===== config.mk =====
export PLATFORM = sky130hd
export DESIGN_NAME = nearest_prime_away_from_zero
export DESIGN_NICKNAME = d
export VERILOG_FILES = /design/src/npafz_pkg.sv /design/src/nearest_prime_away_from_zero.sv
export VERILOG_INCLUDE_DIRS = /design/src /design/src/src
export SDC_FILE = /design/constraint.sdc
export NUM_CORES = 1
export LEC_CHECK = 0
export BUFFER_PORTS_ARGS = -buffer_cell sky130_fd_sc_hd__buf_2
export CAP_MARGIN = 10
export CORE_UTILIZATION = 25
export DETAILED_ROUTE_END_ITERATION = 7
export HOLD_SLACK_MARGIN = 0.06
export PLACE_DENSITY = 0.5
export SLEW_MARGIN = 10
export SYNTH_ARGS = -nofsm -noshare
export SYNTH_HDL_FRONTEND = slang
export SYNTH_SLANG_ARGS = --single-unit

===== constraint.sdc =====
create_clock -name clk -period 8 [get_ports clk]
set_input_delay 0.8 -clock clk [delete_from_list [all_inputs] [get_ports clk]]
set_output_delay 0.8 -clock clk [all_outputs]
set_load 0.005 [all_outputs]

===== src/assert_macros.svh =====
// assertion macros used by the top-level rtl file
`ifndef ASSERT_MACROS_SVH
`define ASSERT_MACROS_SVH

// implication checked on every rising edge out of reset
`define ASSERT_IMPLY(lbl, pre, post, msg) \
    lbl: assert property (@(posedge clk) disable iff (!rst_n) (pre) |-> (post)) \
        else $error(msg);

// implication checked in the cycle after the antecedent
`define ASSERT_NEXT(lbl, pre, post, msg) \
    lbl: assert property (@(posedge clk) disable iff (!rst_n) (pre) |=> (post)) \
        else $error(msg);

`endif


===== src/npafz_pkg.sv =====
// package: microcode program, control word type and constants for the prime search
package npafz_pkg;

    localparam int LIMIT_W = 15;
    localparam logic [LIMIT_W-1:0] LIMIT_RESET = 15'd32000;

    localparam int PC_W = 5;
    localparam int OP_W = 4;
    localparam int COND_W = 4;

    // datapath operations
    localparam logic [OP_W-1:0] OP_NONE      = 4'd0;
    localparam logic [OP_W-1:0] OP_LOAD      = 4'd1;
    localparam logic [OP_W-1:0] OP_INIT_D    = 4'd2;
    localparam logic [OP_W-1:0] OP_DIV_START = 4'd3;
    localparam logic [OP_W-1:0] OP_DIV_STEP  = 4'd4;
    localparam logic [OP_W-1:0] OP_STEP_D    = 4'd5;
    localparam logic [OP_W-1:0] OP_RES_CAND  = 4'd6;
    localparam logic [OP_W-1:0] OP_RES_PRIME = 4'd7;
    localparam logic [OP_W-1:0] OP_RES_RAW   = 4'd8;
    localparam logic [OP_W-1:0] OP_RES_TWO   = 4'd9;
    localparam logic [OP_W-1:0] OP_NEXT_CAND = 4'd10;
    localparam logic [OP_W-1:0] OP_PUSH      = 4'd11;

    // jump conditions
    localparam logic [COND_W-1:0] C_NEVER    = 4'd0;
    localparam logic [COND_W-1:0] C_ALWAYS   = 4'd1;
    localparam logic [COND_W-1:0] C_NO_IN    = 4'd2;
    localparam logic [COND_W-1:0] C_ZERO     = 4'd3;
    localparam logic [COND_W-1:0] C_LT2      = 4'd4;
    localparam logic [COND_W-1:0] C_LT4      = 4'd5;
    localparam logic [COND_W-1:0] C_EVEN     = 4'd6;
    localparam logic [COND_W-1:0] C_SQ_GT    = 4'd7;
    localparam logic [COND_W-1:0] C_DIV_MORE = 4'd8;
    localparam logic [COND_W-1:0] C_REM_ZERO = 4'd9;
    localparam logic [COND_W-1:0] C_FIRST    = 4'd10;
    localparam logic [COND_W-1:0] C_OVER     = 4'd11;
    localparam logic [COND_W-1:0] C_OUT_BUSY = 4'd12;

    // program step addresses
    localparam logic [PC_W-1:0] S_WAIT     = 5'd0;
    localparam logic [PC_W-1:0] S_ZCHK     = 5'd1;
    localparam logic [PC_W-1:0] S_TEST     = 5'd2;
    localparam logic [PC_W-1:0] S_LT4      = 5'd3;
    localparam logic [PC_W-1:0] S_EVEN     = 5'd4;
    localparam logic [PC_W-1:0] S_LOOP     = 5'd5;
    localparam logic [PC_W-1:0] S_DSTART   = 5'd6;
    localparam logic [PC_W-1:0] S_DIV      = 5'd7;
    localparam logic [PC_W-1:0] S_REMCHK   = 5'd8;
    localparam logic [PC_W-1:0] S_STEP     = 5'd9;
    localparam logic [PC_W-1:0] S_PRIME    = 5'd10;
    localparam logic [PC_W-1:0] S_FOUND    = 5'd11;
    localparam logic [PC_W-1:0] S_PASS     = 5'd12;
    localparam logic [PC_W-1:0] S_NEXT     = 5'd13;
    localparam logic [PC_W-1:0] S_LIMCHK   = 5'd14;
    localparam logic [PC_W-1:0] S_RETEST   = 5'd15;
    localparam logic [PC_W-1:0] S_GIVEUP   = 5'd16;
    localparam logic [PC_W-1:0] S_TWO      = 5'd17;
    localparam logic [PC_W-1:0] S_OUT      = 5'd18;
    localparam logic [PC_W-1:0] S_RET      = 5'd19;

    typedef struct packed {
        logic [OP_W-1:0]   op;
        logic [COND_W-1:0] cond;
        logic [PC_W-1:0]   target;
    } ucode_t;

    // control store
    function automatic ucode_t ucode_rom(input logic [PC_W-1:0] pc);
        ucode_t w;
        w = '{op: OP_NONE, cond: C_ALWAYS, target: S_WAIT};
        case (pc)
            S_WAIT:   w = '{op: OP_LOAD,      cond: C_NO_IN,    target: S_WAIT};
            S_ZCHK:   w = '{op: OP_NONE,      cond: C_ZERO,     target: S_TWO};
            S_TEST:   w = '{op: OP_NONE,      cond: C_LT2,      target: S_NEXT};
            S_LT4:    w = '{op: OP_NONE,      cond: C_LT4,      target: S_PRIME};
            S_EVEN:   w = '{op: OP_INIT_D,    cond: C_EVEN,     target: S_NEXT};
            S_LOOP:   w = '{op: OP_NONE,      cond: C_SQ_GT,    target: S_PRIME};
            S_DSTART: w = '{op: OP_DIV_START, cond: C_NEVER,    target: S_WAIT};
            S_DIV:    w = '{op: OP_DIV_STEP,  cond: C_DIV_MORE, target: S_DIV};
            S_REMCHK: w = '{op: OP_NONE,      cond: C_REM_ZERO, target: S_NEXT};
            S_STEP:   w = '{op: OP_STEP_D,    cond: C_ALWAYS,   target: S_LOOP};
            S_PRIME:  w = '{op: OP_NONE,      cond: C_FIRST,    target: S_PASS};
            S_FOUND:  w = '{op: OP_RES_CAND,  cond: C_ALWAYS,   target: S_OUT};
            S_PASS:   w = '{op: OP_RES_PRIME, cond: C_ALWAYS,   target: S_OUT};
            S_NEXT:   w = '{op: OP_NEXT_CAND, cond: C_NEVER,    target: S_WAIT};
            S_LIMCHK: w = '{op: OP_NONE,      cond: C_OVER,     target: S_GIVEUP};
            S_RETEST: w = '{op: OP_NONE,      cond: C_ALWAYS,   target: S_TEST};
            S_GIVEUP: w = '{op: OP_RES_RAW,   cond: C_ALWAYS,   target: S_OUT};
            S_TWO:    w = '{op: OP_RES_TWO,   cond: C_ALWAYS,   target: S_OUT};
            S_OUT:    w = '{op: OP_PUSH,      cond: C_OUT_BUSY, target: S_OUT};
            S_RET:    w = '{op: OP_NONE,      cond: C_ALWAYS,   target: S_WAIT};
            default:  w = '{op: OP_NONE,      cond: C_ALWAYS,   target: S_WAIT};
        endcase
        return w;
    endfunction

endpackage


===== src/nearest_prime_away_from_zero.sv =====
// top level: microcoded trial-division search for the nearest prime away from zero
//
//  channel  | handshake                 | payload
//  ---------+---------------------------+---------------------------------
//  in       | in_valid / in_stall       | value_in
//  out      | out_valid / out_stall     | value_out, was_prime
//  config   | magnitude_limit_we        | magnitude_limit
//
// one item at a time; a transfer is taken only at the wait step of the program
// each trial divisor runs a restoring divider, one bit a cycle
// each candidate is tried with odd divisors from 3 up to its square root
// asynchronous active-low reset: program at wait step, output empty, limit 32000
// a held result waits in the output register while the next input is taken
`include "assert_macros.svh"

module nearest_prime_away_from_zero
    import npafz_pkg::*;
#(
    parameter int VALUE_WIDTH = 16
) (
    input  logic                          clk,
    input  logic                          rst_n,
    input  logic                          magnitude_limit_we,
    input  logic [LIMIT_W-1:0]            magnitude_limit,
    input  logic                          in_valid,
    output logic                          in_stall,
    input  logic signed [VALUE_WIDTH-1:0] value_in,
    output logic                          out_valid,
    input  logic                          out_stall,
    output logic signed [VALUE_WIDTH-1:0] value_out,
    output logic                          was_prime
);

    localparam int CNT_W = $clog2(VALUE_WIDTH + 1);
    localparam int SQ_W  = VALUE_WIDTH + 2;

    logic [PC_W-1:0]        pc_reg;
    logic [PC_W-1:0]        pc_next;
    ucode_t                 uw;
    logic                   cond_true;

    logic [LIMIT_W-1:0]     limit_reg;
    logic [VALUE_WIDTH-1:0] raw_reg;
    logic                   neg_reg;
    logic                   first_reg;
    logic [VALUE_WIDTH-1:0] cand_reg;
    logic [VALUE_WIDTH-1:0] d_reg;
    logic [SQ_W-1:0]        sq_reg;
    logic [VALUE_WIDTH-1:0] rem_reg;
    logic [VALUE_WIDTH-1:0] quo_reg;
    logic [CNT_W-1:0]       cnt_reg;
    logic [VALUE_WIDTH-1:0] res_value_reg;
    logic                   res_prime_reg;
    logic                   out_valid_reg;
    logic [VALUE_WIDTH-1:0] value_out_reg;
    logic                   was_prime_reg;

    logic [VALUE_WIDTH-1:0] in_raw;
    logic [VALUE_WIDTH-1:0] in_mag;
    logic [VALUE_WIDTH:0]   trial;
    logic                   trial_ge;
    logic [VALUE_WIDTH-1:0] rem_next;
    logic                   out_busy;
    logic                   push;
    logic                   over_limit;

    assign uw        = ucode_rom(pc_reg);
    assign in_stall  = (pc_reg != S_WAIT);
    assign out_busy  = out_valid_reg && out_stall;
    assign push      = (uw.op == OP_PUSH) && !out_busy;
    assign in_raw    = value_in;
    assign in_mag    = value_in[VALUE_WIDTH-1] ? (~in_raw + 1'b1) : in_raw;

    assign over_limit = {{LIMIT_W{1'b0}}, cand_reg} > {{VALUE_WIDTH{1'b0}}, limit_reg};

    // one restoring division step
    assign trial    = {rem_reg, quo_reg[VALUE_WIDTH-1]};
    assign trial_ge = trial >= {1'b0, d_reg};
    assign rem_next = trial_ge ? VALUE_WIDTH'(trial - {1'b0, d_reg})
                               : trial[VALUE_WIDTH-1:0];

    always_comb
    begin
        case (uw.cond)
            C_NEVER:    cond_true = 1'b0;
            C_ALWAYS:   cond_true = 1'b1;
            C_NO_IN:    cond_true = !in_valid;
            C_ZERO:     cond_true = (raw_reg == '0);
            C_LT2:      cond_true = (cand_reg < VALUE_WIDTH'(2));
            C_LT4:      cond_true = (cand_reg < VALUE_WIDTH'(4));
            C_EVEN:     cond_true = !cand_reg[0];
            C_SQ_GT:    cond_true = (sq_reg > {2'b00, cand_reg});
            C_DIV_MORE: cond_true = (cnt_reg != CNT_W'(1));
            C_REM_ZERO: cond_true = (rem_reg == '0);
            C_FIRST:    cond_true = first_reg;
            C_OVER:     cond_true = over_limit;
            C_OUT_BUSY: cond_true = out_busy;
            default:    cond_true = 1'b0;
        endcase
    end

    assign pc_next = cond_true ? uw.target : (pc_reg + 1'b1);

    always_ff @(posedge clk or negedge rst_n)
    begin
        if (!rst_n)
        begin
            pc_reg <= S_WAIT;
        end
        else
        begin
            pc_reg <= pc_next;
        end
    end

    always_ff @(posedge clk or negedge rst_n)
    begin
        if (!rst_n)
        begin
            limit_reg <= LIMIT_RESET;
        end
        else if (magnitude_limit_we)
        begin
            limit_reg <= magnitude_limit;
        end
    end

    // datapath driven by the control word
    always_ff @(posedge clk)
    begin
        case (uw.op)
            OP_LOAD:
            begin
                if (in_valid)
                begin
                    raw_reg   <= in_raw;
                    neg_reg   <= value_in[VALUE_WIDTH-1];
                    cand_reg  <= in_mag;
                    first_reg <= 1'b1;
                end
            end
            OP_INIT_D:
            begin
                d_reg  <= VALUE_WIDTH'(3);
                sq_reg <= SQ_W'(9);
            end
            OP_DIV_START:
            begin
                rem_reg <= '0;
                quo_reg <= cand_reg;
                cnt_reg <= CNT_W'(VALUE_WIDTH);
            end
            OP_DIV_STEP:
            begin
                rem_reg <= rem_next;
                quo_reg <= quo_reg << 1;
                cnt_reg <= cnt_reg - 1'b1;
            end
            OP_STEP_D:
            begin
                d_reg  <= d_reg + VALUE_WIDTH'(2);
                sq_reg <= sq_reg + ((SQ_W'(d_reg) + SQ_W'(1)) << 2);
            end
            OP_RES_CAND:
            begin
                res_value_reg <= neg_reg ? (~cand_reg + 1'b1) : cand_reg;
                res_prime_reg <= 1'b0;
            end
            OP_RES_PRIME:
            begin
                res_value_reg <= raw_reg;
                res_prime_reg <= 1'b1;
            end
            OP_RES_RAW:
            begin
                res_value_reg <= raw_reg;
                res_prime_reg <= 1'b0;
            end
            OP_RES_TWO:
            begin
                res_value_reg <= VALUE_WIDTH'(2);
                res_prime_reg <= 1'b0;
            end
            OP_NEXT_CAND:
            begin
                cand_reg  <= cand_reg + 1'b1;
                first_reg <= 1'b0;
            end
            default:
            begin
            end
        endcase
    end

    // output register
    always_ff @(posedge clk or negedge rst_n)
    begin
        if (!rst_n)
        begin
            out_valid_reg <= 1'b0;
        end
        else if (push)
        begin
            out_valid_reg <= 1'b1;
        end
        else if (!out_stall)
        begin
            out_valid_reg <= 1'b0;
        end
    end

    always_ff @(posedge clk)
    begin
        if (push)
        begin
            value_out_reg <= res_value_reg;
            was_prime_reg <= res_prime_reg;
        end
    end

    assign out_valid = out_valid_reg;
    assign value_out = value_out_reg;
    assign was_prime = was_prime_reg;

    `ASSERT_NEXT(a_out_from_push, pc_reg == S_OUT && !out_busy, out_valid_reg,
        "result step did not fill the output register")
    `ASSERT_IMPLY(a_div_count, pc_reg == S_DIV, cnt_reg != '0,
        "divider stepped with no bits left")
    `ASSERT_IMPLY(a_rem_below_d, pc_reg == S_REMCHK, rem_reg < d_reg,
        "remainder not below divisor after division")
    `ASSERT_IMPLY(a_giveup_over, pc_reg == S_GIVEUP, over_limit,
        "search gave up with candidate within the limit")

endmodule


After elaboration in Yosys (flattened, before gate mapping)
Memories as Yosys holds them, arrays and structs flattened. Cells that the tools add are included.

Register bits: 160. Memory bits (read-only): 416. Bits of input ports: 36. Output and inout bits: 19. Word-level logic and storage cells: 94. Memories kept: 1.

Add/subtract/negate cells: 9. $lt $le $gt $ge: 5. Equality and inequality tests: 26. Multiplexer cells: 18. Bitwise logic cells: 2. Reduce and logical (&&, ||, !) cells: 17.

Memory list: (no name shown) (words 32, width 13, read ports 1, clocked after Yosys merged registers in 0, write ports 0, line npafz_pkg.sv:72) `case (pc)`.

Operator list (count): 16-bit one-hot mux with 2 select lines (4); 16-bit by 1-bit adder with 16-bit output, second input constant (4); 16-bit two-way mux (4); 16-bit one-hot mux with 3 select lines (1); 4-bit == test, second input constant (9); 18-bit one-hot mux with 2 select lines (1); 4-bit by 3-bit == test with 1-bit output, second input constant (8); 16-bit zero test (2); 16-bit NOT (2); 18-bit adder (1); 18-bit by 16-bit > comparator with 1-bit output (1); 17-bit by 16-bit greater-or-equal comparator with 1-bit output (1); 16-bit by 2-bit adder with 16-bit output, second input constant (1); 4-bit by 2-bit == test with 1-bit output, second input constant (4); 16-bit by 15-bit > comparator with 1-bit output (1); 16-bit by 2-bit less-than comparator with 1-bit output, second input constant (1); 16-bit by 3-bit less-than comparator with 1-bit output, second input constant (1); 16-bit subtractor (1); 1-bit one-hot mux with 12 select lines (1); 5-bit one-hot mux with 2 select lines (1); 4-bit by 1-bit == test with 1-bit output, second input constant (2); 2-bit nonzero test (4); 5-bit by 1-bit adder with 5-bit output, second input constant (1); 5-bit two-way mux (1); 13 further kinds (20).

Logic depth before layout (Yosys ltp)
Gate-level depths: netlist of run 1.

Depth in word-level cells: 5. Gate-level depth with buffers: 14. Gate-level depth less buffers: 14.

Least setup slack after synthesis of run 1
Ideal clock, no wire load.

Path type: flip-flop to flip-flop. Start point: reg pc_reg[0]. End point: reg cnt_reg[0] (enable). Setup time: 444 ps. Arrival: 3982 ps. Data required time: 7556 ps. Setup slack: 3575 ps. Stages on the path, launching flop included: 11. Path buffers: 2. Clock period less this slack: 4425 ps. Cell sequence: dfrtp_1 > inv_1 > ha_1 > nor2b_1 > a211oi_1 > a311oi_1 > a31oi_1 > buf_2 > nand3_1 > clkbuf_1 > a21oi_1.

Word-level cells in the longest chain between the ends: 3. Elaborated cells between the ends (all ways): 4. Classes of those cells: 2 x eq/ne; 1 x reduce/logical; 1 x memory.

Ends and longest elaborated chain: start: declaration (line nearest_prime_away_from_zero.sv:37) `logic [PC_W-1:0] pc_reg;`; start signal: assignment (line nearest_prime_away_from_zero.sv:112) `pc_reg <= pc_next;`; memory 32 x 13 bit *; 4-bit by 3-bit == test with 1-bit output / 4-bit by 2-bit == test with 1-bit output (equally long branches) (line nearest_prime_away_from_zero.sv:131) `case (uw.op)`; 2-bit nonzero test (no source line) *; end signal: assignment (line nearest_prime_away_from_zero.sv:151) `cnt_reg <= CNT_W'(VALUE_WIDTH);`; end signal: assignment (line nearest_prime_away_from_zero.sv:157) `cnt_reg <= cnt_reg - 1'b1;`; end: declaration (line nearest_prime_away_from_zero.sv:51) `logic [CNT_W-1:0] cnt_reg;`.

Mark *: on every way between the ends. The rest lies on a longest branch, timed or not. A chain may end at the register's enable or synchronous reset.

Worst setup path after layout of run 1
Start point: reg pc_reg[2]. End point: reg first_reg (enable).

Word-level cells in the longest chain between the ends: 4. Elaborated cells between the ends (all ways): 6. Classes of those cells: 3 x eq/ne; 2 x reduce/logical; 1 x memory.

Ends and longest elaborated chain: memory 32 x 13 bit *; 4-bit by 1-bit == test with 1-bit output / 4-bit == test (equally long branches) (line nearest_prime_away_from_zero.sv:131); 2-bit inequality test (no source line) / 2-bit nonzero test (equally long branches); 2-bit AND reduction (no source line) *; end signal: assignment (line nearest_prime_away_from_zero.sv:139) `first_reg <= 1'b1;`; end signal: assignment (line nearest_prime_away_from_zero.sv:187) `first_reg <= 1'b0;`; end: declaration (line nearest_prime_away_from_zero.sv:45) `logic first_reg;`.

Marked as above.

==> impl_metrics.py, run 1 <==
metrics = {
    "run_status": {
        "run_status": "complete, no violations",
    },
    "synthesis": {
        "synthesis.instances": 988,
        "ys_seq_elements": 155,
        "syn_area_per_cell_um2": 10.1,
        "syn_nets": 1100,
        "yosysWarnings": 0,
        "ys_types": 68,
        "synthArstFlopShare_pct": 13.5,
        "synth_area_um2": 9960,
        "ys_seq_area_share_pct": 45.7,
        "synthFlopType": "edfxtp_1",
        "synth_edf_count": 134,
    },
    "timing": {
        "max_freq_ghz": 0.237,
        "rsz0062_at_grt": "false",
        "setup_viol": 0,
        "slew_violations": 0,
        "slew_headroom_pct": 29.6,
        "fin_tns_setup_ns": 0,
        "finalClockSkew_ns": 0.0101,
        "period_minus_slack_ns": 4.22,
        "tightest_slew_ns": 1.06,
        "setup_slack_ns": 3.78,
        "finalCritPeriodShare_pct": 52.7,
        "finalHoldViolCount": 0,
    },
    "worst_setup_path": {
        "reg2reg_from": "pc_reg[2]$_DFF_PN0_",
        "start_kind": "flip-flop",
        "path_max_fanout": 18,
        "arrival_ns": 4.30,
        "rr_worst_depth": 8,
        "critPathKind": "flip-flop to flip-flop",
        "cp_data_required_time_ns": 8.08,
        "rr_endpoint": "first_reg$_DFFE_PP_",
        "end_kind": "flip-flop",
        "r2r_slack_ns": 3.78,
    },
    "global_route": {
        "antenna_found_initial": 0,
        "grt_pass1_vias": 7257,
        "grt_overflow": 0,
        "track_usage_pct": 12.5,
        "grt_first_pass_wirelength_um": 39900,
        "busiest_layer": "met2",
        "grt_use_met2_pct": 20.0,
        "grt_use_met1_pct": 17.2,
        "use_met3_pct": 1.93,
        "grt_max_degree": 38,
    },
    "final_layout": {
        "layout_common_cells": "edfxtp_1 (134), nor2_1 (88), nand2_1 (87)",
        "area_delta_synth_final_pct": 14.0,
        "fill_cells": 4078,
        "layout-drive-gt1-share_pct": 13.5,
        "nets": 1137,
        "antennaDiodeCount": 0,
        "multi_input_area_um2": 4970,
        "final_common_cell": "edfxtp_1",
        "regArea_um2": 4560,
        "postLayoutCellArea_um2": 11400,
    },
    "power_and_ir_drop": {
        "leakage_nw": 4.35,
        "ir_drop_mv": 0.204,
        "powerDensity_nw_per_um2": 468,
    },
    "run": {
        "maxCapViolCount": 0,
    },
    "hold_path": {
        "hold_path.class": "input pin to asynchronous set/reset pin",
    },
    "floorplan": {
        "start_util_pct": 25.5,
        "core_um2": 39000,
        "row_count": 72,
        "die_h_um": 202,
        "dieWidth_um": 202,
        "io_pins": 55,
        "dieArea_um2": 40700,
    },
    "place": {
        "place_congestion": 0.854,
        "io_buffers": 54,
        "dpl_cell_area_um2": 10700,
        "pre_cts_ws_ns": 3.78,
        "hpwl_um": 18300,
    },
    "detailed_routing": {
        "vias_per_cell": 4.72,
        "vias": 7350,
        "routed_wirelength_um": 24700,
        "wire_per_inst_um": 15.9,
        "antenna_left": 0,
        "drt_iter0_drc": 512,
        "route.detailed.drc": 0,
        "first_pass_iters": 4,
    },
    "clock_network": {
        "cts_root_buf": "clkbuf_16",
        "ctsResizeCount": 0,
        "clkSinkCount": 155,
        "path_clk_slew_ns": 0.07,
        "worst_skew_pair.late_latency_ns": 0.43,
        "h-tree-depth": 4,
        "cts_tree": "yes",
        "cts_made_buffers": 17,
        "postCtsSetupBuffers": 0,
        "clockBufferDepth": 2,
        "ctsHoldBuffers": 0,
    },
}
-- cell families (layout without fill, tap and decap cells) --
logic type      count (synthesis)  in the layout  share of synthesized area (%)
flops                         155            155                           45.7
buf+inv                       108            158                           4.56
fa+ha+maj                      76             76                           9.69
mux                            35             35                           3.73
simple gates                  337            337                           16.8
xor+xnor                       83             83                           7.30
compound gates                194            194                           12.2
-- worst max-delay path: stages, from the launching register on --
cell and delay [ns]:
dfrtp_1 0.74, inv_1 0.28, ha_1 0.29, nor2b_1 0.14, nand2_1 0.14, o21ai_1 0.24, nor3b_2 0.72, and3b_1 0.79
or2_2 0.51
-- power breakdown --
group | switching (W) | total (W) | internal [W]
Clock | 0.000345 | 0.000844 | 0.000499
Combinational | 0.00165 | 0.00278 | 0.00113
Sequential | 0.000319 | 0.00169 | 0.00137
-- worst max-delay path by stage --
stage,endpoint,slack [ns],start
after floorplan,cnt_reg[0]$_SDFFCE_PP0P_,3.57,pc_reg[0]$_DFF_PN0_
after global placement,cand_reg[10]$_DFFE_PP_,3.81,pc_reg[3]$_DFF_PN0_
after detailed placement,cand_reg[10]$_DFFE_PP_,3.78,pc_reg[2]$_DFF_PN0_
after CTS,first_reg$_DFFE_PP_,3.76,pc_reg[2]$_DFF_PN0_
after global routing,cand_reg[3]$_DFFE_PP_,3.37,pc_reg[3]$_DFF_PN0_
final,first_reg$_DFFE_PP_,3.78,pc_reg[2]$_DFF_PN0_
-- layer usage --
| metal | routed length (um) | vias to the layer above | part of all wire (%) |
|---|---|---|---|
| met3 | 790 | 30 | 3.2 |
| met4 | 401 | 0 | 1.6 |
| met2 | 11200 | 133 | 45 |
| met1 | 12300 | 3542 | 50 |
| met5 | 0 | - | 0 |
| li1 | - | 3645 | - |
-- synthesized netlist by cell type (all sizes together), types with 2 or more instances --
cell type    n  area share [%]
or2         11            0.69
nor4        15            0.94
inv         66             2.5
a31oi        5            0.31
o211ai       8            0.60
o41ai        4            0.35
buf         15             1.1
nor4b        2            0.33
nand3b       4            0.30
mux2        17             1.9
mux2i       18             1.8
and3b        2            0.18
clkbuf      27             1.0
or4          6            0.53
xor2        17             1.5
dfrtp       15             3.8
or3          6            0.38
and4         2            0.18
nor2        90             3.4
dfstp        6             1.6
o31ai       11            0.83
o21ai       60             3.1
nand4b       2            0.18
a211o        3            0.26
a211oi      10            0.80
edfxtp     134              40
a21o        18             1.4
nor3        18            0.90
o21a         2            0.15
o21bai       4            0.30
ha          74             9.3
nand4       23             1.4
nand2b       7            0.44
xnor2       66             5.8
fa           2            0.40
nor2b       10            0.63
nor3b        2            0.20
a2111oi      2            0.18
nand2       87             3.3
o311ai       2            0.18
and3        18             1.1
a21oi       57             3.1
nand3       29             1.5
and2         3            0.19
-- area by class of cell --
type | instances | area share, %
Sequential cell | 155 | 40.1
Clock inverter | 14 | 1.65
Timing Repair Buffer | 60 | 2.78
Inverter | 66 | 2.18
Clock buffer | 18 | 3.78
Multi-Input combinational cell | 725 | 43.8
Tap cell | 518 | 5.71
-- per-stage QoR --
| step | std cells | total power [W] | hold slack [ns] | util, % |
|---|---|---|---|---|
| after floorplan | 988 | 0.00382 | 0.400 | - |
| after global placement | 1524 | 0.00446 | 0.405 | 27.5 |
| after detailed placement | 1524 | 0.00449 | 0.405 | 27.5 |
| after CTS | 1556 | 0.00535 | 0.358 | 29.1 |
| after global routing | 1556 | 0.00577 | 0.377 | 29.1 |
| final | 1556 | 0.00532 | 0.351 | 29.1 |
No activity file was read; power rests on OpenSTA's default activity.
==> run 2: changes to the inputs <==
--- a/config.mk
+++ b/config.mk
@@ -6,6 +6,7 @@
 export SDC_FILE = /design/constraint.sdc
 export NUM_CORES = 1
 export LEC_CHECK = 0
+export ABC_AREA = 1
 export BUFFER_PORTS_ARGS = -buffer_cell sky130_fd_sc_hd__buf_2
 export CAP_MARGIN = 10
 export CORE_UTILIZATION = 25
==> constraint.sdc (replaced) <==
create_clock -name clk -period 3.9 [get_ports clk]
set_input_delay 0.39 -clock clk [delete_from_list [all_inputs] [get_ports clk]]
set_output_delay 0.39 -clock clk [all_outputs]
set_load 0.005 [all_outputs]
==> run 2 against run 1 <==
Net effect: via count increased by 11%; combinational power grew 110%; highest routed layer unchanged; sequential power grew 100%; critical path depth rose by 13; largest power group unchanged; maximum frequency grew 40%; design area rose by 3.2%; clock skew up 0.0021 ns; setup slack worse by 2.9 ns.
==> impl_metrics.py, run 2 <==
metrics = {
    "worst_setup_path": {
        "start_kind": "flip-flop",
        "rr_worst_depth": 21,
        "arrival_ns": 3.20,
        "rr_endpoint": "sq_reg[17]$_SDFFCE_PN0P_",
        "critPathKind": "flip-flop to flip-flop",
        "end_kind": "flip-flop",
        "reg2reg_from": "d_reg[1]$_SDFFCE_PN1P_",
        "path_max_fanout": 4,
        "r2r_slack_ns": 0.89,
        "cp_data_required_time_ns": 4.09,
    },
    "place": {
        "dp.cells": 1770,
        "place_congestion": 0.876,
        "dpl_cell_area_um2": 11100,
        "hpwl_um": 20200,
        "io_buffers": 54,
    },
    "detailed_routing": {
        "antenna_left": 0,
        "drt_iter0_drc": 471,
        "route.detailed.drc": 0,
        "vias_per_cell": 4.51,
        "routed_wirelength_um": 26000,
        "first_pass_iters": 5,
        "vias": 8135,
        "wire_per_inst_um": 14.4,
    },
    "power_and_ir_drop": {
        "ir_drop_mv": 0.319,
        "leakage_nw": 5.02,
        "powerDensity_nw_per_um2": 931,
    },
    "final_layout": {
        "layout-drive-gt1-share_pct": 11.9,
        "layout_common_cells": "nand2_1 (292), edfxtp_1 (134), inv_1 (132)",
        "layout.cells.non_filler": 1804,
        "fill_cells": 4246,
        "nets": 1377,
        "area_delta_synth_final_pct": 14.2,
        "postLayoutCellArea_um2": 11700,
        "final_common_cell": "nand2_1",
    },
    "synthesis": {
        "synthArstFlopShare_pct": 13.5,
        "ys_types": 52,
        "synthFlopType": "edfxtp_1",
        "yosysMostFrequentCell": "nand2_1",
        "yosys-top-cells-count": "nand2_1 (292), edfxtp_1 (134), inv_1 (132), nor2_1 (115)",
        "synth_area_um2": 10300,
        "yosysTopAreaCellShare_pct": 39.2,
        "synthesis.instances": 1208,
        "ys_seq_area_share_pct": 44.4,
        "ys_seq_elements": 155,
        "synth_area_leaders": "edfxtp_1 (39%), nand2_1 (11%), ha_1 (9.0%)",
        "syn_nets": 1320,
        "yosysWarnings": 0,
        "syn_area_per_cell_um2": 8.50,
        "synth.largest_area_cell": "edfxtp_1",
        "synth_edf_count": 134,
    },
    "clock_network": {
        "cts_root_buf": "clkbuf_16",
        "cts_tree": "yes",
        "clkSinkCount": 155,
        "cts_made_buffers": 17,
        "worst_skew_pair.late_latency_ns": 0.44,
        "h-tree-depth": 4,
        "path_clk_slew_ns": 0.07,
        "clockBufferDepth": 2,
    },
    "timing": {
        "finalClockSkew_ns": 0.0123,
        "slew_headroom_pct": 53.5,
        "rsz0062_at_grt": "false",
        "fin_tns_setup_ns": 0,
        "finalHoldViolCount": 0,
        "setup_viol": 0,
        "finalCritPeriodShare_pct": 77.1,
        "period_minus_slack_ns": 3.01,
        "slew_violations": 0,
        "whs_ns": 0.151,
        "tightest_slew_ns": 0.696,
        "max_freq_ghz": 0.333,
    },
    "floorplan": {
        "start_util_pct": 25.6,
        "dieArea_um2": 41900,
        "io_pins": 55,
        "die_h_um": 205,
        "row_count": 73,
        "dieWidth_um": 205,
        "core_um2": 40100,
    },
    "global_route": {
        "track_usage_pct": 13.0,
        "grt_pass1_vias": 7933,
        "grt_first_pass_wirelength_um": 42400,
        "antenna_found_initial": 1,
        "grt_overflow": 0,
        "grt_max_degree": 48,
    },
    "hold_path": {
        "hold_end": "raw_reg[0]$_DFFE_PP_",
        "whs_path_depth": 1,
        "hold_path.class": "input pin to flip-flop",
        "hold_start": "value_in[0]",
    },
    "run_status": {
        "run_status": "complete, no violations",
    },
    "run": {
        "maxCapViolCount": 0,
    },
}
==> run 2: critical path, cell delays in order (launching register included) <==
cell,delay [ns]
edfxtp_1,0.38
inv_1,0.11
nor3_1,0.15
inv_1,0.09
nor2_2,0.13
nand2_1,0.10
nor2_1,0.16
nand2_1,0.11
nor2_2,0.14
inv_1,0.06
nand2_1,0.07
inv_1,0.04
ha_1,0.33
nand2_1,0.10
nor2_1,0.16
nand3_1,0.10
o2111ai_1,0.19
nand2_1,0.09
nand3_1,0.10
nand3_1,0.07
nand2_1,0.06
nor2_1,0.04
==> run 2: kinds of logic (layout without fill, tap and decap cells) <==
family,Yosys count,count (layout),share of synthesized area (%)
AND/OR/NAND/NOR,542,542,22.8
AO/OA/AOI/OAI,206,206,11.3
buffers and inverters,171,241,7.13
flip-flops,155,155,44.4
adder cells (fa/ha/maj),76,76,9.41
XOR/XNOR,57,57,4.86
multiplexers,1,1,0.110
other,0,1,0
==> run 2: through the flow <==
step	utilization [%]	total power (W)	worst slack (ns)
finish	29.2	0.0109	0.894
global route	29.2	0.0120	0.470
floorplan	-	0.00769	0.0788
global placement	27.7	0.00921	0.978
detailed placement	27.7	0.00921	0.927
CTS	29.2	0.0110	0.917
==> run 2: how the worst max path moves through the flow <==
stage | endpoint | slack [ns] | cells after the start | from
CTS | sq_reg[17]$_SDFFCE_PN0P_ | 0.92 | 21 | d_reg[1]$_SDFFCE_PN1P_
global placement | sq_reg[16]$_SDFFCE_PN0P_ | 0.98 | 17 | d_reg[1]$_SDFFCE_PN1P_
global route | sq_reg[16]$_SDFFCE_PN0P_ | 0.47 | 17 | d_reg[1]$_SDFFCE_PN1P_
detailed placement | sq_reg[17]$_SDFFCE_PN0P_ | 0.93 | 21 | d_reg[1]$_SDFFCE_PN1P_
finish | sq_reg[17]$_SDFFCE_PN0P_ | 0.89 | 21 | d_reg[1]$_SDFFCE_PN1P_
floorplan | cand_reg[0]$_DFFE_PP_ | 0.08 | 8 | pc_reg[0]$_DFF_PN0_
==> run 2: where the power goes <==
group / internal, W / switching, W
Combinational: 0.00190 / 0.00386
Clock: 0.000975 / 0.000769
Sequential: 0.00287 / 0.000541
Total: 0.00575 / 0.00517
==> run 2: cell type report <==
| class | instances | area, um2 | share of cell area (%) |
|---|---|---|---|
| antenna | 1 | 2.50 | 0.0213 |
| clock buffer | 18 | 429 | 3.66 |
| clock inverter | 14 | 178 | 1.52 |
| inverter | 144 | 541 | 4.61 |
| multi-input combinational | 882 | 5000 | 42.7 |
| sequential | 155 | 4560 | 38.9 |
| tap | 525 | 657 | 5.60 |
| timing repair buffer | 65 | 355 | 3.03 |
==> run 2: per-layer routing <==
| metal | up-vias | global-route usage [%] | share of wire (%) | wire (um) |
|---|---|---|---|---|
| met4 | 0 | 4.29 | 2.1 | 558 |
| met3 | 39 | 2.00 | 3.5 | 911 |
| met5 | - | 0 | 0 | 0 |
| met1 | 3774 | 18.0 | 49 | 12900 |
| met2 | 146 | 20.6 | 45 | 11700 |
| li1 | 4176 | - | - | - |
==> run 2: repair_timing <==
item | CTS | global route
gates resized for setup | 0 | 0
hold endpoints to repair | 15 | 0
buffers inserted | 0 | 0
hold buffers | 1 | 0
